## config.mk

```make
export PLATFORM = sky130hd
export DESIGN_NAME = mchull_ctrl
export DESIGN_NICKNAME = d
export VERILOG_FILES = /design/src/hw/rtl/mchull_pkg.sv /design/src/hw/rtl/mchull_ctrl.sv
export SDC_FILE = /design/constraint.sdc
export NUM_CORES = 1
export LEC_CHECK = 0
export BUFFER_PORTS_ARGS = -buffer_cell sky130_fd_sc_hd__buf_2
export CAP_MARGIN = 25
export CORE_MARGIN = 8
export CORE_UTILIZATION = 39
export CTS_CLUSTER_SIZE = 12
export DETAILED_ROUTE_END_ITERATION = 12
export PLACE_DENSITY = 0.74
export SYNTH_ARGS = -nofsm -noshare
export SYNTH_HDL_FRONTEND = slang
export SYNTH_SLANG_ARGS = --single-unit
```

## constraint.sdc

```tcl
create_clock -name aclk -period 1.2 [get_ports aclk]
set_clock_uncertainty 0.05 [all_clocks]
set_input_delay 0.06 -clock aclk [delete_from_list [all_inputs] [get_ports aclk]]
set_output_delay 0.06 -clock aclk [all_outputs]
set_load 0.01 [all_outputs]
```

## src/hw/rtl/mchull_pkg.sv

```systemverilog
// Shared types for the convex hull unit: result status codes and the
// command and status bundles between the controller and the datapath.
// No dependencies.
package mchull_pkg;

    // Result status carried in the result tuser field
    typedef enum logic [1:0] {
        ST_OK   = 2'd0,
        ST_FEW  = 2'd1,
        ST_OVER = 2'd2
    } hull_status_t;

    // Controller to datapath commands, one cycle each
    typedef struct packed {
        logic         accept;    // input transfer this cycle
        logic         last;      // transferred point closes the set
        logic         start;     // clear stack and indices for a new build
        logic         load_err;  // load an error result
        hull_status_t err_code;
        logic         rd_pt;     // read point store at j
        logic         j_inc;     // step j by one
        logic         push_q;    // push point store read data
        logic         load_p;    // latch candidate point
        logic         rd_stack;  // read stack at top-2 and top-1
        logic         diff;      // register coordinate differences
        logic         mul;       // register cross products
        logic         pop;       // drop top vertex
        logic         push_p;    // push candidate where the pass allows
        logic         advance;   // next point of the pass
        logic         rd_emit;   // read stack at k
        logic         load_out;  // load a hull vertex result
        logic         next_k;    // step output index
    } hull_cmd_t;

    // Datapath to controller status
    typedef struct packed {
        logic over;       // set has passed capacity
        logic few;        // fewer than two points held before this one
        logic test_cond;  // stack deep enough for a turn test
        logic turn_neg;   // last turn was strictly clockwise
        logic upper;      // upper pass running
        logic pass_done;  // current point is the last of its pass
        logic emit_last;  // output index at top vertex
    } hull_sts_t;

endpackage

```

## src/hw/rtl/mchull_ctrl.sv

```systemverilog
// Controller state machine of the convex hull unit: load, lower and upper
// passes, result output. Depends on mchull_pkg.
module mchull_ctrl (
    input  logic                  aclk,
    input  logic                  aresetn,
    input  logic                  s_tvalid,
    input  logic                  s_tlast,
    output logic                  s_tready,
    output logic                  m_tvalid,
    input  logic                  m_tready,
    input  mchull_pkg::hull_sts_t sts,
    output mchull_pkg::hull_cmd_t cmd
);
    import mchull_pkg::*;

    typedef enum logic [3:0] {
        S_IDLE,
        S_ERR,
        S_INIT0,
        S_INIT1,
        S_INIT2,
        S_FETCH,
        S_LOAD,
        S_DIFF,
        S_MUL,
        S_CMP,
        S_POPRD,
        S_PUSH,
        S_EMIT_RD,
        S_EMIT_LD,
        S_EMIT_WAIT
    } state_t;

    state_t state_reg, state_next;
    logic   out_valid_reg;

    assign s_tready = (state_reg == S_IDLE);
    assign m_tvalid = out_valid_reg;

    // Command decode and next state
    always_comb begin
        cmd        = '0;
        state_next = state_reg;
        unique case (state_reg)
            S_IDLE: begin
                if (s_tvalid) begin
                    cmd.accept = 1'b1;
                    cmd.last   = s_tlast;
                    if (s_tlast) begin
                        priority if (sts.over) begin
                            cmd.load_err = 1'b1;
                            cmd.err_code = ST_OVER;
                            state_next   = S_ERR;
                        end else if (sts.few) begin
                            cmd.load_err = 1'b1;
                            cmd.err_code = ST_FEW;
                            state_next   = S_ERR;
                        end else begin
                            cmd.start  = 1'b1;
                            state_next = S_INIT0;
                        end
                    end
                end
            end
            S_ERR: begin
                if (m_tready) state_next = S_IDLE;
            end
            S_INIT0: begin
                cmd.rd_pt  = 1'b1;
                cmd.j_inc  = 1'b1;
                state_next = S_INIT1;
            end
            S_INIT1: begin
                cmd.push_q = 1'b1;
                cmd.rd_pt  = 1'b1;
                cmd.j_inc  = 1'b1;
                state_next = S_INIT2;
            end
            S_INIT2: begin
                cmd.push_q = 1'b1;
                state_next = S_FETCH;
            end
            S_FETCH: begin
                cmd.rd_pt  = 1'b1;
                state_next = S_LOAD;
            end
            S_LOAD: begin
                cmd.load_p   = 1'b1;
                cmd.rd_stack = 1'b1;
                state_next   = sts.test_cond ? S_DIFF : S_PUSH;
            end
            S_DIFF: begin
                cmd.diff   = 1'b1;
                state_next = S_MUL;
            end
            S_MUL: begin
                cmd.mul    = 1'b1;
                state_next = S_CMP;
            end
            S_CMP: begin
                if (sts.turn_neg) begin
                    cmd.pop    = 1'b1;
                    state_next = S_POPRD;
                end else begin
                    state_next = S_PUSH;
                end
            end
            S_POPRD: begin
                cmd.rd_stack = 1'b1;
                state_next   = sts.test_cond ? S_DIFF : S_PUSH;
            end
            S_PUSH: begin
                cmd.push_p  = 1'b1;
                cmd.advance = 1'b1;
                state_next  = (sts.upper && sts.pass_done) ? S_EMIT_RD : S_FETCH;
            end
            S_EMIT_RD: begin
                cmd.rd_emit = 1'b1;
                state_next  = S_EMIT_LD;
            end
            S_EMIT_LD: begin
                cmd.load_out = 1'b1;
                state_next   = S_EMIT_WAIT;
            end
            S_EMIT_WAIT: begin
                if (m_tready) begin
                    if (sts.emit_last) begin
                        state_next = S_IDLE;
                    end else begin
                        cmd.next_k = 1'b1;
                        state_next = S_EMIT_RD;
                    end
                end
            end
            default: state_next = S_IDLE;
        endcase
    end

    // State and result valid
    always_ff @(posedge aclk) begin
        if (!aresetn) begin
            state_reg     <= S_IDLE;
            out_valid_reg <= 1'b0;
        end else begin
            state_reg <= state_next;
            if (cmd.load_err || cmd.load_out) begin
                out_valid_reg <= 1'b1;
            end else if (m_tready) begin
                out_valid_reg <= 1'b0;
            end
        end
    end

    // A result is only offered in the two waiting states
    a_valid_state: assert property (@(posedge aclk) disable iff (!aresetn)
        out_valid_reg |-> (state_reg == S_ERR || state_reg == S_EMIT_WAIT))
        else $error("result valid outside a waiting state");

    // Result valid rises only after an error decision or a vertex load
    a_valid_source: assert property (@(posedge aclk) disable iff (!aresetn)
        $rose(out_valid_reg) |-> ($past(state_reg) == S_IDLE ||
                                  $past(state_reg) == S_EMIT_LD))
        else $error("result valid raised from an unexpected state");

    // A pop is always followed by a fresh stack read
    a_pop_reread: assert property (@(posedge aclk) disable iff (!aresetn)
        (state_reg == S_CMP && sts.turn_neg) |=> state_reg == S_POPRD)
        else $error("pop not followed by stack re-read");

endmodule

```

==> results of run 1 <==
through the flow:
step | hold slack [ns] | TNS, ns
floorplan | 0.104 | -0.845
global placement | 0.294 | -1.85
detailed placement | 0.295 | -2.63
CTS | 0.0275 | -6.11
Yosys cell counts (2+ instances only):
| master | number |
|---|---|
| sky130_fd_sc_hd__a211oi_1 | 2 |
| sky130_fd_sc_hd__a21oi_1 | 4 |
| sky130_fd_sc_hd__and2_1 | 2 |
| sky130_fd_sc_hd__and3_1 | 2 |
| sky130_fd_sc_hd__buf_2 | 3 |
| sky130_fd_sc_hd__buf_4 | 3 |
| sky130_fd_sc_hd__buf_6 | 2 |
| sky130_fd_sc_hd__dfxtp_1 | 5 |
| sky130_fd_sc_hd__inv_1 | 5 |
| sky130_fd_sc_hd__nand2_1 | 6 |
| sky130_fd_sc_hd__nand2b_1 | 4 |
| sky130_fd_sc_hd__nor2_1 | 10 |
| sky130_fd_sc_hd__nor2b_1 | 5 |
| sky130_fd_sc_hd__nor3_1 | 5 |
| sky130_fd_sc_hd__nor3b_1 | 2 |
| sky130_fd_sc_hd__o21a_1 | 2 |
| sky130_fd_sc_hd__o21ai_1 | 2 |
| sky130_fd_sc_hd__o31a_1 | 2 |
| sky130_fd_sc_hd__o31ai_1 | 2 |
what timing repair did:
action	in CTS
pin swaps	11
cloned	1
setup buffers	9
hold buffers	0
setup endpoints to repair	25
resized for setup	47
cell families after synthesis:
kind of cell | after synthesis | share of synthesized area
AOI/OAI and AO/OA | 20 | 0.236
xor gates and xnor gates | 1 | 0.0145
buffers and inverters | 13 | 0.130
muxes | 2 | 0.0352
and+or+nand+nor | 43 | 0.418
DFF | 5 | 0.166
==> metrics.txt, run 1 <==
# TYPE chip_impl_metric gauge
chip_impl_metric{name="post_synth_instance_area",unit="um2"} 604
chip_impl_metric{name="cts_num_sinks",unit=""} 5
chip_impl_metric{name="pre_cts_ws",unit="ns"} -0.235
chip_impl_metric{name="postSynthRegisterBits",unit=""} 5
chip_impl_metric{name="grt_max_degree",unit=""} 10
chip_impl_metric{name="ys_seq_area_frac",unit=""} 0.166
chip_impl_metric{name="std_cell_rows",unit=""} 14
chip_impl_metric{name="synth_warnings",unit=""} 0
chip_impl_metric{name="synth-edff-count",unit=""} 0
chip_impl_info{name="worstEndpointGrtRepair",value="cmd[13]"} 1
chip_impl_metric{name="place_congestion",unit=""} 0.834
chip_impl_metric{name="htree_num_levels",unit=""} 1
chip_impl_metric{name="synthDistinctLibCells",unit=""} 35
chip_impl_metric{name="syn_area_per_cell",unit="um2"} 7.19
chip_impl_metric{name="placed_area",unit="um2"} 907
chip_impl_metric{name="number_of_antenna_violations_at_the_first_check_in_global_routing",unit=""} 0
chip_impl_info{name="timing.repair.worst_endpoint_type",value="primary output"} 1
chip_impl_metric{name="clk_path_buf_depth",unit=""} 2
chip_impl_metric{name="floorplan.io_pins",unit=""} 33
chip_impl_metric{name="initial_core_utilization",unit=""} 0.411
chip_impl_info{name="status",value="stopped before the end"} 1
chip_impl_info{name="ctsRootBufferMaster",value="sky130_fd_sc_hd__clkbuf_4"} 1
chip_impl_metric{name="hpwl",unit="um"} 1750
chip_impl_info{name="synth_ff_type",value="sky130_fd_sc_hd__dfxtp_1"} 1
chip_impl_metric{name="postSynthNetCount",unit=""} 96
chip_impl_metric{name="netlist_instances",unit=""} 84
chip_impl_info{name="stop_stage",value="global routing (5_1_grt)"} 1
chip_impl_metric{name="inst_count_dp",unit=""} 145
chip_impl_metric{name="die_height",unit="um"} 55.4
chip_impl_info{name="synth_top_cell_by_area",value="sky130_fd_sc_hd__dfxtp_1"} 1
chip_impl_metric{name="cts_made_buffers",unit=""} 3
chip_impl_metric{name="asyncSetResetFlopFracSynth",unit=""} 0
chip_impl_info{name="area_contributors_post_synth",value="sky130_fd_sc_hd__dfxtp_1 17%, sky130_fd_sc_hd__nor2_1 6.2%, sky130_fd_sc_hd__nor2b_1 5.2%, sky130_fd_sc_hd__nand2b_1 4.1%, sky130_fd_sc_hd__nor3_1 4.1%"} 1
chip_impl_metric{name="netlist.area_leader.share",unit=""} 0.166
chip_impl_metric{name="port_buffers",unit=""} 32
chip_impl_metric{name="die_x",unit="um"} 55.4
chip_impl_info{name="error",value="[ERROR DPL-0033] detailed placement checks failed during check placement."} 1
==> run 2: changes to the inputs <==
- CORE_AREA: not set -> 8 8 69 71
- CORE_MARGIN: 8 -> not set
- CORE_UTILIZATION: 39 -> not set
- CTS_CLUSTER_SIZE: 12 -> not set
- DIE_AREA: not set -> 0 0 77 79
- PLACE_DENSITY: 0.74 -> not set
- PLACE_DENSITY_LB_ADDON: not set -> 0.15
- clock period: 1.2 -> 1.6 ns (I/O delays scaled with it)
==> metrics.txt, run 2 <==
# TYPE chip_impl_metric gauge
chip_impl_info{name="status",value="complete, but fails checks"} 1
chip_impl_info{name="failed_checks",value="setup timing"} 1
chip_impl_metric{name="synthSimpleGateAreaFrac",unit=""} 0.418
chip_impl_metric{name="grt_max_degree",unit=""} 12
chip_impl_metric{name="route.vias.total",unit=""} 762
chip_impl_metric{name="final_net_count",unit=""} 145
chip_impl_info{name="final_cell_mix",value="30 x sky130_fd_sc_hd__buf_2, 17 x sky130_fd_sc_hd__buf_4, 9 x sky130_fd_sc_hd__nor2_1"} 1
chip_impl_info{name="rsz0062_at_grt",value="true"} 1
chip_impl_metric{name="first_pass_iters",unit=""} 4
chip_impl_info{name="tritoncts",value="done"} 1
chip_impl_metric{name="grt.overflow.total",unit=""} 0
chip_impl_metric{name="finalCritPeriodShare",unit=""} 1.01
chip_impl_metric{name="area_enclosed_by_the_die_boundary",unit="mm2"} 0.00608
chip_impl_metric{name="timing.reg2reg.setup_slack",unit="ns"} 0.19
chip_impl_metric{name="vdd.ir_drop.worst",unit="V"} 0.000245
chip_impl_metric{name="power-per-cell-area",unit="mW/mm2"} 559
chip_impl_metric{name="port_buffers",unit=""} 32
chip_impl_metric{name="p_comb_frac",unit=""} 0.351
chip_impl_metric{name="vias_in_the_first_global_route",unit=""} 784
chip_impl_info{name="ctsRootBufferMaster",value="sky130_fd_sc_hd__clkbuf_8"} 1
chip_impl_metric{name="fp.coreArea",unit="mm2"} 0.00380
chip_impl_metric{name="layout.cells.non_filler",unit=""} 182
chip_impl_info{name="most_common_cell_after_layout_fill_and_taps_aside",value="sky130_fd_sc_hd__buf_2"} 1
chip_impl_metric{name="clkPwrFrac",unit=""} 0.399
chip_impl_metric{name="max_clock_freq",unit="GHz"} 0.617
chip_impl_metric{name="die_x",unit="um"} 77
chip_impl_metric{name="htree_num_levels",unit=""} 1
chip_impl_metric{name="grt_first_pass_wirelength",unit="um"} 3680
chip_impl_metric{name="cts_made_buffers",unit=""} 3
chip_impl_metric{name="insertion_delay",unit="ns"} 0.22
chip_impl_metric{name="cts_num_sinks",unit=""} 5
chip_impl_metric{name="synth_compound_gate_area_share",unit=""} 0.236
chip_impl_metric{name="synth-edff-count",unit=""} 0
chip_impl_metric{name="worst_pin_slew",unit="ns"} 0.400
chip_impl_metric{name="number_of_antenna_violations_at_the_first_check_in_global_routing",unit=""} 0
chip_impl_metric{name="drc_errors_left",unit=""} 0
chip_impl_metric{name="p_switching",unit="W"} 0.000169
chip_impl_metric{name="critPathRequiredTime",unit="ns"} 1.47
chip_impl_metric{name="syn_area_per_cell",unit="um2"} 7.19
chip_impl_metric{name="inst_count_dp",unit=""} 173
chip_impl_metric{name="synth_warnings",unit=""} 0
chip_impl_metric{name="timing.final.hold_violations",unit=""} 0
chip_impl_metric{name="power_frac_seq",unit=""} 0.250
chip_impl_info{name="start_kind",value="flip-flop"} 1
chip_impl_info{name="setup_crit_end_kind",value="output pin"} 1
chip_impl_info{name="dominant_combinational_cell_family_by_area_after_synthesis",value="simple AND/OR/NAND/NOR gates"} 1
chip_impl_metric{name="wirelength",unit="um"} 2310
chip_impl_metric{name="clk_path_buf_depth",unit=""} 2
chip_impl_info{name="synth_ff_type",value="sky130_fd_sc_hd__dfxtp_1"} 1
chip_impl_metric{name="drv_cap",unit=""} 0
chip_impl_info{name="synth.most_common_cell",value="sky130_fd_sc_hd__nor2_1"} 1
chip_impl_metric{name="initial_core_utilization",unit=""} 0.159
chip_impl_metric{name="detail-route-antenna-nets",unit=""} 0
chip_impl_metric{name="timing.slew.headroom",unit=""} 0.727
chip_impl_metric{name="fraction_of_synthesized_area_in_multiplexers",unit=""} 0.0352
chip_impl_info{name="hold_class",value="input pin to flip-flop"} 1
chip_impl_metric{name="hpwl",unit="um"} 1870
chip_impl_metric{name="post_synth_instance_area",unit="um2"} 604
chip_impl_metric{name="antenna_cells",unit=""} 0
chip_impl_metric{name="asyncSetResetFlopFracSynth",unit=""} 0
chip_impl_metric{name="pre_cts_ws",unit="ns"} 0.121
chip_impl_metric{name="final-max-slew-violation-count",unit=""} 0
chip_impl_metric{name="postSynthRegisterBits",unit=""} 5
chip_impl_metric{name="die_height",unit="um"} 79
chip_impl_metric{name="cellInternalPower",unit="W"} 0.000407
chip_impl_metric{name="floorplan.io_pins",unit=""} 33
chip_impl_metric{name="dr.first_iter.drc_count",unit=""} 38
chip_impl_metric{name="clock_transition_at_the_registers_of_the_reported_paths",unit="ns"} 0.04
chip_impl_metric{name="switching_share",unit=""} 0.294
chip_impl_info{name="area_contributors_post_synth",value="sky130_fd_sc_hd__dfxtp_1 17%, sky130_fd_sc_hd__nor2_1 6.2%, sky130_fd_sc_hd__nor2b_1 5.2%, sky130_fd_sc_hd__nand2b_1 4.1%, sky130_fd_sc_hd__nor3_1 4.1%"} 1
chip_impl_metric{name="ys_seq_area_frac",unit=""} 0.166
chip_impl_metric{name="netlist.area_leader.share",unit=""} 0.166
chip_impl_metric{name="area.growth.synth_to_final",unit="%"} 70.6
chip_impl_metric{name="place_congestion",unit=""} 0.700
chip_impl_metric{name="routedWlPerCell",unit="um"} 12.7
chip_impl_metric{name="postCtsHoldBufs",unit=""} 0
chip_impl_info{name="criticalPathCategory",value="flip-flop to output pin"} 1
chip_impl_metric{name="postSynthNetCount",unit=""} 96
chip_impl_metric{name="setup_viol_count_final",unit=""} 1
chip_impl_metric{name="drive_above_1_share",unit=""} 0.545
chip_impl_metric{name="synth-adder-area-share",unit=""} 0
chip_impl_info{name="synth_top_cell_by_area",value="sky130_fd_sc_hd__dfxtp_1"} 1
chip_impl_metric{name="detail_routed_via_count_per_cell",unit=""} 4.19
chip_impl_metric{name="grt_util_all_layers",unit=""} 0.0733
chip_impl_metric{name="flip_flop_count_of_the_largest_register_after_layout",unit=""} 4
chip_impl_metric{name="area_share_of_xor_xnor_cells_in_the_synthesized_design",unit=""} 0.0145
chip_impl_metric{name="critPathArrivalTime",unit="ns"} 1.49
chip_impl_metric{name="critical_path_peak_fanout",unit=""} 4
chip_impl_metric{name="synthDistinctLibCells",unit=""} 35
chip_impl_info{name="netlist_top_cells_count",value="10 x sky130_fd_sc_hd__nor2_1, 6 x sky130_fd_sc_hd__nand2_1"} 1
chip_impl_metric{name="post-route-min-period",unit="ns"} 1.62
chip_impl_metric{name="std_cell_rows",unit=""} 23
chip_impl_metric{name="leakagePower",unit="nW"} 0.488
chip_impl_metric{name="netlist_instances",unit=""} 84
chip_impl_metric{name="layout_setup_ws",unit="ns"} -0.0217
## run 2: cell type report
cell class / count / area [um2]
clock buffer: 4 / 45.0
multi-input combinational: 66 / 463
timing repair buffer: 52 / 334
fill: 435 / 2770
inverter: 5 / 18.8
tap: 50 / 62.6
sequential: 5 / 108
## run 2: per-stage QoR
stage                     total power (W)  area (um2)  TNS [ns]  hold slack [ns]  utilization
final                            0.000576        1030   -0.0217           0.0800        0.271
after CTS                        0.000563         948         0           0.0777        0.250
after global routing             0.000614        1030    -0.220           0.0863        0.271
after global placement           0.000326         892         0            0.319        0.235
after floorplan                  0.000244         604         0            0.154            -
after detailed placement         0.000326         892         0            0.318        0.235
## run 2: path summary, 6_finish.rpt
check	startpoint	end	cells after the start
worst min register to register	m_tvalid$_SDFFE_PN0P_	m_tvalid$_SDFFE_PN0P_	2
worst min-delay path	aresetn	state_reg[2]$_SDFFE_PN0P_	2
worst max-delay path	state_reg[3]$_SDFFE_PN0P_	cmd[13]	6
worst max register to register	state_reg[2]$_SDFFE_PN0P_	state_reg[1]$_SDFFE_PN0P_	6
## run 2: worst max-delay path: stages, from the launching register on
cell and delay [ns]:
sky130_fd_sc_hd__dfxtp_2 0.31, sky130_fd_sc_hd__buf_6 0.11, sky130_fd_sc_hd__nor4_4 0.30, sky130_fd_sc_hd__nand3_2 0.20
sky130_fd_sc_hd__inv_2 0.09, sky130_fd_sc_hd__and3_1 0.13, sky130_fd_sc_hd__buf_2 0.12
## run 2: cell families after synthesis
logic type	after synthesis
compound gates	20
xor+xnor	1
buf+inv	13
flops	5
mux	2
simple gates	43
## run 2: timing repair
item                       4_1_cts  5_1_grt
gates resized for setup          5       14
setup endpoints to repair        3       13
pin swaps                        3        3
setup buffers                    3        3
## run 2: power by group through the flow
stage	clock, W	combinational [W]	sequential [W]
floorplan	0	0.000104	0.000140
global placement	0	0.000180	0.000146
detailed placement	0	0.000179	0.000147
CTS	0.000235	0.000184	0.000144
global route	0.000246	0.000222	0.000145
finish	0.000230	0.000202	0.000144
## run 2: routing by layer
metal / routed length [um] / global-route usage
met1: 1080 / 0.0917
met2: 1020 / 0.109
met3: 175 / 0.0214
met4: 34 / 0.0453
met5: 0 / 0
Note: power is estimated with default switching activity, not from simulation.
